## src/design/gfca_pkg.sv

```systemverilog
// ============================================================================
// gfca_pkg
// Shared constants and types for the gated frequency counter with text readout.
// ============================================================================
`default_nettype none

package gfca_pkg;

  // Width of the edge counter and number of decimal digits in the readout.
  localparam int COUNT_WIDTH = 16;
  localparam int MAX_DIGITS  = 5;

  // Derived widths for the serial converter and the digit sequencer.
  localparam int BCD_W     = 4 * MAX_DIGITS;
  localparam int BIT_CNT_W = $clog2(COUNT_WIDTH);
  localparam int DIG_CNT_W = $clog2(MAX_DIGITS);

  // The window length resets to the timer preload complement.
  localparam logic [15:0] GATE_PRELOAD = 16'hC2F7;
  localparam logic [15:0] GATE_RESET   = 16'hFFFF - GATE_PRELOAD + 16'd1;

  // Readout characters.
  localparam logic [7:0] CH_ZERO  = 8'h30;
  localparam logic [7:0] CH_SPACE = 8'h20;
  localparam logic [7:0] CH_H     = 8'h48;
  localparam logic [7:0] CH_Z     = 8'h7A;

  // Configuration register indexes.
  localparam logic [0:0] REG_GATE = 1'b0;

  // Sequencer states.
  typedef enum logic [5:0] {
    ST_COUNT = 6'b000001,
    ST_CONV  = 6'b000010,
    ST_DIGIT = 6'b000100,
    ST_SPACE = 6'b001000,
    ST_H     = 6'b010000,
    ST_Z     = 6'b100000
  } state_t;

endpackage

`default_nettype wire

```

## src/design/gated_frequency_counter_ascii_top.sv

```systemverilog
// ============================================================================
// gated_frequency_counter_ascii_top
// Gated edge counter that prints each window's count as decimal text + " Hz".
// ============================================================================
// A tick item is taken every cycle while the window is open. On the
// closing tick, the bit-serial converter runs, then the sequencer steps through
// each digit position (MAX_DIGITS) and the three characters of " Hz", stalled by out_ready.
// No tick is taken from the closing tick until the trailing 'z' is loaded for output.
// Reset (rst, synchronous, active high) clears both counters, the sequencer
// and the output valid, and loads the window length with 15625.
`default_nettype none

module gated_frequency_counter_ascii_top (
  input  wire logic        clk,
  input  wire logic        rst,
  // Tick channel.
  input  wire logic        in_valid,
  output logic             in_ready,
  input  wire logic        edge_req,
  // Readout channel.
  output logic             out_valid,
  input  wire logic        out_ready,
  output logic [7:0]       char_code,
  output logic             last,
  output logic [15:0]      count_value,
  // Configuration port.
  input  wire logic        psel,
  input  wire logic        penable,
  input  wire logic        pwrite,
  input  wire logic [2:0]  paddr,
  input  wire logic [31:0] pwdata,
  output logic [31:0]      prdata,
  output logic             pready
);

  gfca_pkg::state_t state;

  logic [15:0]                          gate_ticks;
  logic [gfca_pkg::COUNT_WIDTH-1:0]     edge_count;
  logic [15:0]                          tick_count;
  logic [gfca_pkg::COUNT_WIDTH-1:0]     latched;
  logic [gfca_pkg::COUNT_WIDTH-1:0]     bin;
  logic [gfca_pkg::BCD_W-1:0]           bcd;
  logic [gfca_pkg::BIT_CNT_W-1:0]       bit_cnt;
  logic [gfca_pkg::DIG_CNT_W-1:0]       dig_cnt;
  logic                                 started;

  logic                                 in_fire;
  logic                                 slot_free;
  logic [gfca_pkg::COUNT_WIDTH-1:0]     edge_next;
  logic [15:0]                          tick_next;
  logic                                 closing;
  logic [gfca_pkg::BCD_W-1:0]           bcd_adj;
  logic [3:0]                           top_digit;
  logic                                 show_digit;

  // Configuration port: always ready, one register.
  assign pready = 1'b1;
  assign prdata = (paddr[2:2] == gfca_pkg::REG_GATE) ? {16'd0, gate_ticks} : 32'd0;

  always_ff @(posedge clk) begin
    if (rst) begin
      gate_ticks <= gfca_pkg::GATE_RESET;
    end else if (psel && penable && pwrite && paddr[2:2] == gfca_pkg::REG_GATE) begin
      gate_ticks <= pwdata[15:0];
    end
  end

  // Handshake helpers.
  assign in_ready  = (state == gfca_pkg::ST_COUNT);
  assign in_fire   = in_valid && in_ready;
  assign slot_free = !out_valid || out_ready;

  // Counter update and window close test. A zero gate closes on wrap.
  always_comb begin
    edge_next = edge_count + gfca_pkg::COUNT_WIDTH'(edge_req);
    tick_next = tick_count + 16'd1;
    if (gate_ticks == 16'd0) begin
      closing = (tick_next == 16'd0);
    end else begin
      closing = (tick_next >= gate_ticks);
    end
  end

  // Add-three correction of every BCD digit before the next shift.
  always_comb begin
    for (int i = 0; i < gfca_pkg::MAX_DIGITS; i++) begin
      bcd_adj[4*i +: 4] = (bcd[4*i +: 4] >= 4'd5) ? bcd[4*i +: 4] + 4'd3 : bcd[4*i +: 4];
    end
  end

  // Leading zeros are skipped; the last digit position is always shown.
  assign top_digit  = bcd[gfca_pkg::BCD_W-1 -: 4];
  assign show_digit = started || (top_digit != 4'd0) || (dig_cnt == '0);

  // Sequencer, counters and converter.
  always_ff @(posedge clk) begin
    if (rst) begin
      state      <= gfca_pkg::ST_COUNT;
      edge_count <= '0;
      tick_count <= '0;
      bit_cnt    <= '0;
      dig_cnt    <= '0;
      started    <= 1'b0;
    end else begin
      unique case (state)
        gfca_pkg::ST_COUNT: begin
          if (in_fire) begin
            if (closing) begin
              latched    <= edge_next;
              bin        <= edge_next;
              bcd        <= '0;
              bit_cnt    <= gfca_pkg::BIT_CNT_W'(gfca_pkg::COUNT_WIDTH - 1);
              edge_count <= '0;
              tick_count <= '0;
              state      <= gfca_pkg::ST_CONV;
            end else begin
              edge_count <= edge_next;
              tick_count <= tick_next;
            end
          end
        end
        gfca_pkg::ST_CONV: begin
          // One binary bit enters the BCD register per cycle.
          bcd <= {bcd_adj[gfca_pkg::BCD_W-2:0], bin[gfca_pkg::COUNT_WIDTH-1]};
          bin <= {bin[gfca_pkg::COUNT_WIDTH-2:0], 1'b0};
          if (bit_cnt == '0) begin
            dig_cnt <= gfca_pkg::DIG_CNT_W'(gfca_pkg::MAX_DIGITS - 1);
            started <= 1'b0;
            state   <= gfca_pkg::ST_DIGIT;
          end else begin
            bit_cnt <= bit_cnt - gfca_pkg::BIT_CNT_W'(1);
          end
        end
        gfca_pkg::ST_DIGIT: begin
          // One digit leaves the top of the BCD register per step.
          if (slot_free) begin
            bcd <= {bcd[gfca_pkg::BCD_W-5:0], 4'd0};
            if (show_digit) begin
              started <= 1'b1;
            end
            if (dig_cnt == '0) begin
              state <= gfca_pkg::ST_SPACE;
            end else begin
              dig_cnt <= dig_cnt - gfca_pkg::DIG_CNT_W'(1);
            end
          end
        end
        gfca_pkg::ST_SPACE: begin
          if (slot_free) begin
            state <= gfca_pkg::ST_H;
          end
        end
        gfca_pkg::ST_H: begin
          if (slot_free) begin
            state <= gfca_pkg::ST_Z;
          end
        end
        gfca_pkg::ST_Z: begin
          if (slot_free) begin
            state <= gfca_pkg::ST_COUNT;
          end
        end
        default: begin
          state <= gfca_pkg::ST_COUNT;
        end
      endcase
    end
  end

  // Output register: loaded whenever the sequencer emits a character item.
  always_ff @(posedge clk) begin
    if (rst) begin
      out_valid <= 1'b0;
    end else if (slot_free && state == gfca_pkg::ST_DIGIT && show_digit) begin
      out_valid   <= 1'b1;
      char_code   <= gfca_pkg::CH_ZERO | {4'd0, top_digit};
      last        <= 1'b0;
      count_value <= 16'(latched);
    end else if (slot_free && state == gfca_pkg::ST_SPACE) begin
      out_valid   <= 1'b1;
      char_code   <= gfca_pkg::CH_SPACE;
      last        <= 1'b0;
      count_value <= 16'(latched);
    end else if (slot_free && state == gfca_pkg::ST_H) begin
      out_valid   <= 1'b1;
      char_code   <= gfca_pkg::CH_H;
      last        <= 1'b0;
      count_value <= 16'(latched);
    end else if (slot_free && state == gfca_pkg::ST_Z) begin
      out_valid   <= 1'b1;
      char_code   <= gfca_pkg::CH_Z;
      last        <= 1'b1;
      count_value <= 16'(latched);
    end else if (out_ready) begin
      out_valid <= 1'b0;
    end
  end

`ifndef ASSERT_OFF
  // A closing tick starts the conversion and stops taking ticks.
  a_close_to_conv: assert property (@(posedge clk) disable iff (rst)
    in_fire && closing |=> state == gfca_pkg::ST_CONV && !in_ready)
    else $error("closing tick did not start conversion");

  // The last flag marks the trailing 'z' and nothing else.
  a_last_is_z: assert property (@(posedge clk) disable iff (rst)
    out_valid && last |-> char_code == gfca_pkg::CH_Z)
    else $error("last set on a character other than z");

  a_z_is_last: assert property (@(posedge clk) disable iff (rst)
    out_valid && !last |-> char_code != gfca_pkg::CH_Z)
    else $error("z emitted without last");
`endif

endmodule

`default_nettype wire

```

## config.mk

```make
export PLATFORM = sky130hd
export DESIGN_NAME = gated_frequency_counter_ascii_top
export DESIGN_NICKNAME = d
export VERILOG_FILES = /design/src/design/gfca_pkg.sv /design/src/design/gated_frequency_counter_ascii_top.sv
export SDC_FILE = /design/constraint.sdc
export NUM_CORES = 1
export LEC_CHECK = 0
export ABC_AREA = 1
export ABC_CLOCK_PERIOD_IN_PS = 3900
export BUFFER_PORTS_ARGS = -buffer_cell sky130_fd_sc_hd__buf_4
export CORE_ASPECT_RATIO = 1.75
export CORE_MARGIN = 4
export CORE_UTILIZATION = 50
export DETAILED_ROUTE_END_ITERATION = 6
export PLACE_DENSITY_LB_ADDON = 0.05
export SETUP_SLACK_MARGIN = 0.02
export SYNTH_ARGS = -nofsm -noshare
export SYNTH_HDL_FRONTEND = slang
export SYNTH_SLANG_ARGS = --single-unit
```

## constraint.sdc

```tcl
create_clock -name clk -period 3.9 [get_ports clk]
set_input_delay 0.195 -clock clk [delete_from_list [all_inputs] [get_ports clk]]
set_output_delay 0.195 -clock clk [all_outputs]
set_load 0.03 [all_outputs]
```

# [After elaboration in Yosys (flattened, before gate mapping)]
# Index checks and enable logic that the tools add are counted.
[word_totals] wordCells=135 out_inout_bits=60 reg_bits=139
[op_classes] n_eq_ne=17 n_addsub=9 reduce_logical=34 bitwise=2 n_lt_le_gt_ge=6 n_mux=51
[ops] op="two-way mux 16 bit" n=9
[ops] op="two-way mux 20 bit" n=3
[ops] op="one-hot mux 20 bit (3 select lines)" n=1
[ops] op="two-way mux 6 bit" n=8
[ops] op="one-hot mux 6 bit (6 select lines)" n=1
[ops] op="zero test 16 bit" n=2
[ops] op="two-way mux 4 bit" n=8
[ops] op="one-hot mux 16 bit (2 select lines)" n=1
[ops] op="greater-or-equal comparator 4 x 3 -> 1 bit (second input constant)" n=5
[ops] op="AND reduction 4 bit" n=5
[ops] op="!= test 2 bit (second input constant)" n=9
[ops] op="adder 16 x 1 -> 16 bit" n=1
[ops] op="adder 16 x 1 -> 16 bit (second input constant)" n=1
[ops] op="adder 4 x 2 -> 4 bit (second input constant)" n=4
[ops] op="greater-or-equal comparator 16 bit" n=1
[ops] op="two-way mux 7 bit" n=2
[ops] op="two-way mux 3 bit" n=4
[ops] op="two-way mux 1 bit" n=10
[ops] op="logical AND 1 bit" n=9
[ops] op="one-hot mux 4 bit (2 select lines)" n=1
[ops] op="AND reduction 8 bit" n=1
[ops] op="nonzero test 4 bit" n=2
[ops] op="equality test 6 x 1 -> 1 bit (second input constant)" n=1
[ops] op="equality test 6 x 2 -> 1 bit (second input constant)" n=1
[ops] op="other kinds (23)" n=29

# [Depth between registers and ports, before layout]
# Gate-level depths: netlist of the first run.
[logic_depth] depth_word=7 mapped_depth=20 mapped_depth_nobuf=20

# [Worst setup path after synthesis of the first run]
# Ideal clock, no wire load.
[synth_path] path_type="register to register" start="reg tick_count[0]" end="reg bcd[0] (netlist bit), enable pin" period_less_slack_ps=4094 slack_ps=-194 path_stages_with_launch=16 arrival_time_ps=3672 required_time_ps=3478 setup_time_ps=422 cell_sequence="dfxtp_1 -> ha_1 -> nand3_1 -> nor2_1 -> nand2_1 -> xor2_1 -> inv_1 -> ha_1 -> nand2_1 -> nor4_1 -> nand3_1 -> nand3_1 -> nand2_1 -> nand3_2 -> nand2_1 -> nor3_1"
[synth_between] elab_chain_cells=5 word_cells_on_any_way=6 classes_between="add/sub (1); order compare (1); eq/ne (1); mux (1); reduce/logical (2)"
[synth_rtl] item="start: declaration" line_no="gated_frequency_counter_ascii_top.sv:40" text="logic [15:0] tick_count;"
[synth_rtl] item="start signal: assignment" line_no="gated_frequency_counter_ascii_top.sv:119" text="tick_count <= tick_next;"
[synth_rtl] item="adder 16 x 1 -> 16 bit (*)" line_no="gated_frequency_counter_ascii_top.sv:77" text="tick_next = tick_count + 16'd1;"
[synth_rtl] item="greater-or-equal comparator 16 bit / zero test 16 bit (equally long branches)" line_no="gated_frequency_counter_ascii_top.sv:81, gated_frequency_counter_ascii_top.sv:79"
[synth_rtl] item="two-way mux 1 bit (*)" line_no="gated_frequency_counter_ascii_top.sv:78" text="if (gate_ticks == 16'd0) begin"
[synth_rtl] item="!= test 2 x 1 -> 1 bit (no line) (*)"
[synth_rtl] item="AND reduction 5 bit (no line) (*)"
[synth_rtl] item="end signal: assignment" line_no="gated_frequency_counter_ascii_top.sv:125" text="bcd <= {bcd_adj[gfca_pkg::BCD_W-2:0], bin[gfca_pkg::COUNT_WIDTH-1]};"
[synth_rtl] item="end signal: assignment" line_no="gated_frequency_counter_ascii_top.sv:138" text="bcd <= {bcd[gfca_pkg::BCD_W-5:0], 4'd0};"
[synth_rtl] item="end: declaration" line_no="gated_frequency_counter_ascii_top.sv:43" text="logic [gfca_pkg::BCD_W-1:0] bcd;"
# Mark *: on every way between the ends. The rest lies on a longest branch, timed or not.
# A chain may end at the register's enable or synchronous reset.

# [Worst setup path in the final report of the first run]
[layout_path] start="reg tick_count[0]" end="reg bin[8] (netlist bit), enable pin"
[layout_between] elab_chain_cells=5 word_cells_on_any_way=6 classes_between="add/sub (1); order compare (1); eq/ne (1); mux (1); reduce/logical (2)"
[layout_rtl] item="adder 16 x 1 -> 16 bit (*)" line_no="gated_frequency_counter_ascii_top.sv:77"
[layout_rtl] item="greater-or-equal comparator 16 bit / zero test 16 bit (equally long branches)" line_no="gated_frequency_counter_ascii_top.sv:81, gated_frequency_counter_ascii_top.sv:79"
[layout_rtl] item="two-way mux 1 bit (*)" line_no="gated_frequency_counter_ascii_top.sv:78"
[layout_rtl] item="!= test 2 x 1 -> 1 bit (no line) (*)"
[layout_rtl] item="AND reduction 4 bit (no line) (*)"
[layout_rtl] item="end signal: assignment" line_no="gated_frequency_counter_ascii_top.sv:111" text="bin <= edge_next;"
[layout_rtl] item="end signal: assignment" line_no="gated_frequency_counter_ascii_top.sv:126" text="bin <= {bin[gfca_pkg::COUNT_WIDTH-2:0], 1'b0};"
[layout_rtl] item="end: declaration" line_no="gated_frequency_counter_ascii_top.sv:42" text="logic [gfca_pkg::COUNT_WIDTH-1:0] bin;"
# Marks and branches as above.

==> results of run 1 <==
[Yosys cell counts (11+ instances only)]
library cell                 n  area share
sky130_fd_sc_hd__nand3_1    26       0.018
sky130_fd_sc_hd__nand2_2    14       0.012
sky130_fd_sc_hd__ha_1       33       0.057
sky130_fd_sc_hd__o21ai_0    42       0.029
sky130_fd_sc_hd__nor2_1     91       0.048
sky130_fd_sc_hd__dfxtp_1    63        0.18
sky130_fd_sc_hd__a21oi_1    51       0.036
sky130_fd_sc_hd__buf_4      18       0.019
sky130_fd_sc_hd__nor3_1     11      0.0077
sky130_fd_sc_hd__nand2_1   205        0.11
sky130_fd_sc_hd__edfxtp_1   76        0.32
sky130_fd_sc_hd__inv_1      97       0.051
sky130_fd_sc_hd__clkbuf_1   22       0.011
sky130_fd_sc_hd__xor2_1     19       0.023
[worst max-delay path, stage by stage (launching register included)]
cell and delay [ps]:
sky130_fd_sc_hd__dfxtp_1 420, sky130_fd_sc_hd__ha_1 240, sky130_fd_sc_hd__nand2_1 90, sky130_fd_sc_hd__nor2_1 200, sky130_fd_sc_hd__nand3_1 140, sky130_fd_sc_hd__xor2_1 180
sky130_fd_sc_hd__inv_1 90, sky130_fd_sc_hd__ha_1 270, sky130_fd_sc_hd__nand2_1 70, sky130_fd_sc_hd__nor4_1 340, sky130_fd_sc_hd__nand3_1 120, sky130_fd_sc_hd__nand3_1 120
sky130_fd_sc_hd__nand2_1 120, sky130_fd_sc_hd__nand3_2 140, sky130_fd_sc_hd__nand2_1 90, sky130_fd_sc_hd__nor2_1 130, sky130_fd_sc_hd__o21a_1 160, sky130_fd_sc_hd__buf_4 240
[per-stage QoR]
step / setup slack (ps) / hold WS [ps] / instance area [um^2] / std cells / power (W)
6_report: 423 / 14.7 / 8460 / 1107 / 0.00489
5_1_grt: 104 / 20.3 / 8460 / 1107 / 0.00518
4_1_cts: 407 / 4.29 / 8460 / 1107 / 0.00495
3_5_place_dp: 434 / 406 / 7760 / 1070 / 0.00316
3_3_place_gp: 519 / 402 / 7760 / 1070 / 0.00311
2_1_floorplan: 417 / 325 / 7250 / 863 / 0.00285
[power by group]
group | switching [W] | leakage (nW) | internal [W] | total [W]
combinational | 0.000881 | 2.10 | 0.000372 | 0.00125
sequential | 0.0000978 | 1.20 | 0.00178 | 0.00188
clock | 0.000714 | 0.318 | 0.00105 | 0.00176
[routing by layer]
layer  wire length (um)  global-route usage  part of all wire
met5                  0                   0                 0
met4                515              0.0975             0.032
met3                558              0.0385             0.035
met2               9140               0.383              0.57
met1               5960               0.208              0.37
[worst max-delay path by stage]
stage | start | end | cells past startpoint
after floorplan | tick_count[0]$_SDFFE_PP0P_ | bcd[0]$_DFFE_PP_ | 15
after global placement | tick_count[0]$_SDFFE_PP0P_ | bin[11]$_DFFE_PP_ | 17
after detailed placement | tick_count[0]$_SDFFE_PP0P_ | bin[8]$_DFFE_PP_ | 17
after CTS | tick_count[0]$_SDFFE_PP0P_ | bin[8]$_DFFE_PP_ | 17
after global routing | tick_count[0]$_SDFFE_PP0P_ | bin[8]$_DFFE_PP_ | 17
final | tick_count[0]$_SDFFE_PP0P_ | bin[8]$_DFFE_PP_ | 17
[cell usage in the layout, fill, tap and decap left out, types with 9 or more instances in the layout]
cell,count
sky130_fd_sc_hd__nand3_1,26
sky130_fd_sc_hd__nor2_1,91
sky130_fd_sc_hd__nor3_1,10
sky130_fd_sc_hd__edfxtp_1,76
sky130_fd_sc_hd__conb_1,18
sky130_fd_sc_hd__a21oi_2,9
sky130_fd_sc_hd__a21oi_1,51
sky130_fd_sc_hd__o21ai_0,42
sky130_fd_sc_hd__nand2_1,205
sky130_fd_sc_hd__inv_1,97
sky130_fd_sc_hd__nand4_1,9
sky130_fd_sc_hd__xor2_1,19
sky130_fd_sc_hd__clkbuf_16,17
sky130_fd_sc_hd__dfxtp_1,63
sky130_fd_sc_hd__o211ai_1,9
sky130_fd_sc_hd__nand2_2,14
sky130_fd_sc_hd__ha_1,33
sky130_fd_sc_hd__buf_4,73
[state kept, by name, indices dropped and copies added, names as in the netlist]
register     count
last             1
char_code        7
dig_cnt          3
bcd             20
tick_count      16
bit_cnt          4
started          1
count_value     16
bin             16
gate_ticks      16
state            6
latched         16
out_valid        1
edge_count      16
[logic make-up after synthesis]
kind of cell,count (synthesis),share of synthesized area
buffers and inverters,145,0.0883
flip-flops,139,0.493
AND/OR/NAND/NOR,372,0.222
XOR/XNOR,27,0.0340
other,2,0.00105
adder cells (fa/ha/maj),33,0.0575
AO/OA/AOI/OAI,129,0.104
[area by class of cell]
type | count | area, um^2
Clock inverter | 15 | 223
Clock buffer | 17 | 425
Inverter | 102 | 383
Tap cell | 177 | 221
Timing Repair Buffer | 78 | 598
Sequential cell | 139 | 3540
Multi-Input combinational cell | 579 | 3070
Fill cell | 1272 | 5520
==> reports/metrics.yaml, run 1 <==
startpoint_of_the_most_critical_hold_path: "pwdata[11]"
die_area_um2: 16400
period_needed_ps: 3480
path_max_fanout: 16
postCtsSetupRepairBufs: 0
grt_antenna_before_repair: 0
antenna_left: 0
routed_via_density: 5.21
initialDrtViolationCount: 241
finalHoldViolCount: 0
final_nets: 993
finClkSkew_ps: 8.12
period_utilization_post_route: 0.892
cts.sink_count: 139
setup.worst_path.end_class: "flip-flop"
routed_wire_length_per_instance_um: 14.6
core_um2: 14000
critical_path.startpoint_type: "flip-flop"
grt_usage: 0.202
syn_area_um2: 7180
n_antenna_cell: 0
worstMarginPinSlew_ps: 927
io_buffer_count: 66
globalRoute.totalOverflow: 0
post_route_cells_drive_above_1_share: 0.158
depth_of_the_cts_h_tree: 4
timing.final.max_slew_violations: 0
clk_latency_ps: 420
outcome: "completed"
synth_flop_cell: "sky130_fd_sc_hd__edfxtp_1"
timing.rr.end: "bin[8]$_DFFE_PP_"
p_per_area_nw_per_um2: 578
ys.warnings.count: 0
max_slew_margin: 0.381
place_congestion: 0.870
synth.ff_latch_count: 139
grt_pass1_vias: 5831
synth-edff-count: 76
start_util: 0.514
avgSynthCellArea_um2: 8.48
synth_async_sr_flop_share: 0
worst_ir_drop_vdd_uv: 307
netlist-cell-type-count: 40
area.growth.synth_to_final_pct: 17.8
hold_buffers: 5
die_h_um: 167
gate_count_after_technology_mapping: 847
maxCapViolCount: 0
worst_hold_path.endpoint: "gate_ticks[11]$_SDFFE_PP1P_"
setup_violations: 0
fmaxAchievable_ghz: 0.288
fin_setup_tns_ps: 0
utilization: 0.605
yosysSeqAreaShare: 0.493
die_x_um: 98.6
cp_data_required_time_ps: 4010
drt_drc_violations_left: 0
worstPathArrival_ps: 3590
detailedRoute.firstPassIterationCount: 5
holdPathStages: 3
grt_pass1_wl_um: 27100
pin_count_of_the_biggest_net_entering_global_routing: 42
hold_path_class: "input port to flip-flop"
rsz0062_at_grt: "false"
worst_setup_hold_path_clk_slew_ps: 60
ctsLongestPathBuffers: 2
boundaryPins: 103
cts.repair.resized: 0
path_class: "flip-flop to flip-flop"
placementRows: 57
reg2reg_slack_ps: 420
clock-root-buffer: "sky130_fd_sc_hd__clkbuf_16"
routed_wl_um: 16200
register_to_register_path_depth: 17
total_leakage_power_nw: 3.61
dr_total_vias: 5763
tritoncts: "built"
cts_inserted_buffers: 17
hpwl_after_dpl_um: 11900
worstReg2RegStart: "tick_count[0]$_SDFFE_PP0P_"
No activity file was read; power rests on OpenSTA's default activity.
==> run 2: changes to the inputs <==
- CORE_UTILIZATION: 50 -> 52
==> reports/metrics.yaml, run 2 (synthesis results as in run 1) <==
critical_path.startpoint_type: "flip-flop"
grt_usage: 0.205
die_x_um: 96.8
n_antenna_cell: 0
grt_pass1_wl_um: 26500
outcome: "completed"
path_max_fanout: 16
max_slew_margin: 0.383
clk_latency_ps: 410
cts.sink_count: 139
commonest_cells_after_routing_fill_and_taps_aside: "sky130_fd_sc_hd__nand2_1 (205), sky130_fd_sc_hd__inv_1 (97), sky130_fd_sc_hd__nor2_1 (91)"
routed.top_layer: "met4"
routed_wire_length_per_instance_um: 14.2
place_congestion: 0.915
postLayoutCellArea_um2: 8410
die_area_um2: 15800
register_to_register_path_depth: 17
wl_met1_um: 6010
setup.worst_path.end_class: "flip-flop"
grt_antenna_before_repair: 0
placementRows: 56
finClkSkew_ps: 12.7
depth_of_the_cts_h_tree: 4
hold_path_class: "input port to flip-flop"
fin_hold_ws_ps: 5.69
rsz0062_at_grt: "false"
total_leakage_power_nw: 3.59
timing.final.max_slew_violations: 0
grt_pass1_vias: 5839
die_h_um: 163
period_utilization_post_route: 0.917
maxCapViolCount: 0
cts_inserted_buffers: 17
pin_count_of_the_biggest_net_entering_global_routing: 42
postCtsSetupRepairBufs: 0
met3RoutedLength_um: 455
largest-register: "bcd"
start_util: 0.534
worst_setup_hold_path_clk_slew_ps: 60
timing.final.ws_setup_ps: 323
routed_wl_um: 15600
post_dp_cell_area_um2: 7770
antenna_left: 0
post_route_cells_drive_above_1_share: 0.159
io_buffer_count: 66
detailedRoute.firstPassIterationCount: 5
fmaxAchievable_ghz: 0.280
ctsLongestPathBuffers: 2
largest_register_ff_count: 20
area.growth.synth_to_final_pct: 17.1
globalRoute.totalOverflow: 0
boundaryPins: 103
initialDrtViolationCount: 254
cp_data_required_time_ps: 3990
most_common_library_cell_in_the_layout_ignoring_fill_and_taps: "sky130_fd_sc_hd__nand2_1"
worstPathArrival_ps: 3670
drt_drc_violations_left: 0
finalHoldViolCount: 0
routed_via_density: 5.19
hpwl_after_dpl_um: 11500
setup_violations: 0
path_class: "flip-flop to flip-flop"
final_nets: 991
dr_total_vias: 5714
tritoncts: "built"
core_um2: 13500
worstMarginPinSlew_ps: 925
period_needed_ps: 3580
holdPathStages: 3
worst_ir_drop_vdd_uv: 372
fin_setup_tns_ps: 0
p_per_area_nw_per_um2: 566
clock-root-buffer: "sky130_fd_sc_hd__clkbuf_16"
met2_length_um: 8750
dpl_worst_slack_ps: 299
-- run 2: cell types whose count changed in the layout (fill, tap and decap cells not counted) --
cell	previous run	this run
sky130_fd_sc_hd__buf_12	0	1
sky130_fd_sc_hd__buf_4	73	72
sky130_fd_sc_hd__bufinv_16	3	2
sky130_fd_sc_hd__clkinv_2	0	1
sky130_fd_sc_hd__clkinv_4	1	2
sky130_fd_sc_hd__clkinv_8	2	0
sky130_fd_sc_hd__clkinvlp_4	0	1
sky130_fd_sc_hd__dlygate4sd3_1	5	3
sky130_fd_sc_hd__inv_6	4	7
sky130_fd_sc_hd__inv_8	5	2
sky130_fd_sc_hd__nor4_1	1	0
sky130_fd_sc_hd__nor4_2	0	1
-- run 2: repair_timing --
item | 4_1_cts | 5_1_grt
gates resized for setup | 0 | 1
setup endpoints to repair | 0 | 16
hold endpoints to repair | 3 | 0
hold buffers | 3 | 0
-- run 2: worst paths after layout --
kind	endpoint	slack, ps	startpoint
setup reg to reg	bin[6]$_DFFE_PP_	320	tick_count[0]$_SDFFE_PP0P_
setup / recovery	bin[6]$_DFFE_PP_	320	tick_count[0]$_SDFFE_PP0P_
hold reg to reg	count_value[1]$_DFFE_PP_	410	latched[1]$_DFFE_PP_
hold / removal	gate_ticks[8]$_SDFFE_PP1P_	6	pwdata[8]
-- run 2: report_power, final --
part / leakage [nW] / internal (W) / switching, W
sequential: 1.20 / 0.00178 / 0.000101
combinational: 2.09 / 0.000385 / 0.000869
clock: 0.294 / 0.000966 / 0.000661
total: 3.59 / 0.00313 / 0.00163
-- run 2: stage by stage --
| stage | cells | total power, W | util |
|---|---|---|---|
| 2_1_floorplan | 863 | 0.00285 | - |
| 3_3_place_gp | 1067 | 0.00313 | 0.578 |
| 3_5_place_dp | 1067 | 0.00317 | 0.578 |
| 4_1_cts | 1102 | 0.00481 | 0.625 |
| 5_1_grt | 1102 | 0.00505 | 0.625 |
| 6_report | 1102 | 0.00476 | 0.625 |
-- run 2: layer usage --
metal / vias to the layer above / global-route usage
li1: 2870 / -
met1: 2713 / 0.207
met2: 108 / 0.399
met3: 23 / 0.0415
met4: 0 / 0.0882
met5: - / 0
-- run 2: final cells by class --
| type | count | area [um^2] |
|---|---|---|
| flip-flops and latches | 139 | 3540 |
| multi-input cells | 579 | 3080 |
| clock inverters | 15 | 174 |
| clock buffers | 17 | 425 |
| well taps | 174 | 218 |
| fillers | 1226 | 5040 |
| inverters | 102 | 383 |
| repair buffers | 76 | 591 |
-- run 2: worst max-delay path, cell delays in order, from the launching register on --
cell and delay (ps):
sky130_fd_sc_hd__dfxtp_1 450, sky130_fd_sc_hd__ha_1 250, sky130_fd_sc_hd__nand3_1 170, sky130_fd_sc_hd__nor2_1 250
sky130_fd_sc_hd__nand2_1 100, sky130_fd_sc_hd__xor2_1 190, sky130_fd_sc_hd__inv_1 110, sky130_fd_sc_hd__ha_1 290
sky130_fd_sc_hd__nand2_1 80, sky130_fd_sc_hd__nor4_2 290, sky130_fd_sc_hd__nand3_1 120, sky130_fd_sc_hd__nand3_1 100
sky130_fd_sc_hd__nand2_1 120, sky130_fd_sc_hd__nand3_2 140, sky130_fd_sc_hd__nand2_1 90, sky130_fd_sc_hd__nor2_1 110
sky130_fd_sc_hd__o21a_1 160, sky130_fd_sc_hd__buf_4 240
==> run 3: changes to the inputs <==
- CORE_MARGIN: 4 -> 8
- MAX_ROUTING_LAYER: unset -> met4
==> reports/metrics.yaml, run 3 (synthesis results as in run 1) <==
outcome: "completed"
worstMarginPinSlew_ps: 936
start_util: 0.524
dr_total_vias: 5703
detailedRoute.firstPassIterationCount: 4
fin_setup_tns_ps: 0
multi_input_area_um2: 3070
placementRows: 57
initialDrtViolationCount: 283
hpwl_after_dpl_um: 11800
io_buffer_count: 66
final.fill_count: 1276
die_x_um: 105
setup_violations: 0
holdPathStages: 3
routed_wl_um: 16000
post_route_cells_drive_above_1_share: 0.158
period_utilization_post_route: 0.890
globalRoute.totalOverflow: 0
final_nets: 993
clk_latency_ps: 420
core_um2: 13700
maxCapViolCount: 0
timing.final.ws_setup_ps: 428
finClkSkew_ps: 14.9
drt_drc_violations_left: 0
worstPathCellList: "ha_1 -> nand3_1 -> nor2_1 -> nand2_1 -> xor2_1 -> inv_1 -> ha_1 -> nand2_1 -> nor4_1 -> nand3_1 -> nand3_1 -> nand2_1 -> nand3_2 -> nand2_1 -> nor2_1 -> o21a_1 -> buf_4"
largest-register: "bcd"
commonest_cells_after_routing_fill_and_taps_aside: "sky130_fd_sc_hd__nand2_1 (205), sky130_fd_sc_hd__inv_1 (97), sky130_fd_sc_hd__nor2_1 (91)"
die_area_um2: 18000
hold_path_class: "input port to flip-flop"
total_leakage_power_nw: 3.62
max_slew_margin: 0.376
dpl_worst_slack_ps: 468
boundaryPins: 103
path_class: "flip-flop to flip-flop"
max_stage_delay_ps: 430
clock-root-buffer: "sky130_fd_sc_hd__clkbuf_16"
path_max_fanout: 16
pin_count_of_the_biggest_net_entering_global_routing: 42
worst_setup_hold_path_clk_slew_ps: 60
cp_data_required_time_ps: 4000
place_congestion: 0.888
most_common_library_cell_in_the_layout_ignoring_fill_and_taps: "sky130_fd_sc_hd__nand2_1"
finalHoldViolCount: 0
critical_path.startpoint_type: "flip-flop"
timing.final.max_slew_violations: 0
n_antenna_cell: 0
worst_ir_drop_vdd_uv: 336
grt_pass1_wl_um: 26400
postCtsSetupRepairBufs: 0
grt_pass1_vias: 5814
routed_via_density: 5.15
routed_wire_length_per_instance_um: 14.4
cts_inserted_buffers: 17
slowest_stage: "sky130_fd_sc_hd__dfxtp_1"
rsz0062_at_grt: "false"
setup.worst_path.end_class: "flip-flop"
register_area_um2: 3540
die_h_um: 171
grt_usage: 0.186
fmaxAchievable_ghz: 0.288
register_to_register_path_depth: 17
worstPathArrival_ps: 3580
p_per_area_nw_per_um2: 575
grt_antenna_before_repair: 0
ctsLongestPathBuffers: 2
depth_of_the_cts_h_tree: 4
antenna_left: 0
period_needed_ps: 3470
tritoncts: "built"
area.growth.synth_to_final_pct: 17.9
worst_path_most_repeated_cell: "sky130_fd_sc_hd__nand2_1"
largest_register_ff_count: 20
cts.sink_count: 139
run 3: cell types whose count changed in the layout (fill, tap and decap cells not counted), sizes merged:
cell         previous run  this run
bufinv                  2         3
clkinv                  4         3
clkinvlp                1         0
dlygate4sd3             3         5
inv                   110       111
run 3: worst max-delay path: cells and delay by family (launching register included):
family          cells  cell delay, ps
compound gates      1             140
xor+xnor            1             180
fa+ha+maj           2             520
buf+inv             2             330
flops               1             430
simple gates       11            1560
run 3: area by class of cell:
cell class / count / area share
Clock buffer: 17 / 0.0502
Tap cell: 177 / 0.0262
Timing Repair Buffer: 78 / 0.0721
Inverter: 102 / 0.0452
Clock inverter: 15 / 0.0254
Sequential cell: 139 / 0.418
Multi-Input combinational cell: 579 / 0.362
run 3: where the power goes:
| part | internal (W) | switching, W | leakage (nW) |
|---|---|---|---|
| clock network | 0.00104 | 0.000692 | 0.316 |
| registers | 0.00178 | 0.0000974 | 1.20 |
| logic | 0.000385 | 0.000871 | 2.10 |
| total | 0.00321 | 0.00166 | 3.62 |
run 3: path summary, 6_finish.rpt:
| path | startpoint | endpoint | slack [ps] |
|---|---|---|---|
| max reg2reg | tick_count[0]$_SDFFE_PP0P_ | bin[15]$_DFFE_PP_ | 430 |
| min reg2reg | latched[3]$_DFFE_PP_ | count_value[3]$_DFFE_PP_ | 410 |
| max | tick_count[0]$_SDFFE_PP0P_ | bin[15]$_DFFE_PP_ | 430 |
| min | pwdata[11] | gate_ticks[11]$_SDFFE_PP1P_ | 20 |
run 3: metal layers:
layer,vias to the layer above,share of wire,GRT usage
met5,-,0,-
met2,112,0.56,0.353
met4,0,0.035,0.101
met3,30,0.028,0.0345
met1,2677,0.38,0.172
li1,2884,-,-
run 3: timing repair:
| action | in CTS | in global routing |
|---|---|---|
| endpoints found under the hold margin | 5 | 0 |
| resized for setup | 0 | 0 |
| hold buffers | 5 | 0 |
run 3: stage by stage:
| step | hold WS, ps | power [W] | area [um^2] | cells | util |
|---|---|---|---|---|---|
| after floorplan | 325 | 0.00285 | 7250 | 863 | - |
| after global placement | 401 | 0.00313 | 7780 | 1070 | 0.568 |
| after detailed placement | 405 | 0.00316 | 7780 | 1070 | 0.568 |
| after CTS | 12.7 | 0.00492 | 8470 | 1107 | 0.618 |
| after global routing | 25.6 | 0.00514 | 8470 | 1107 | 0.618 |
| final | 20.4 | 0.00487 | 8470 | 1107 | 0.618 |
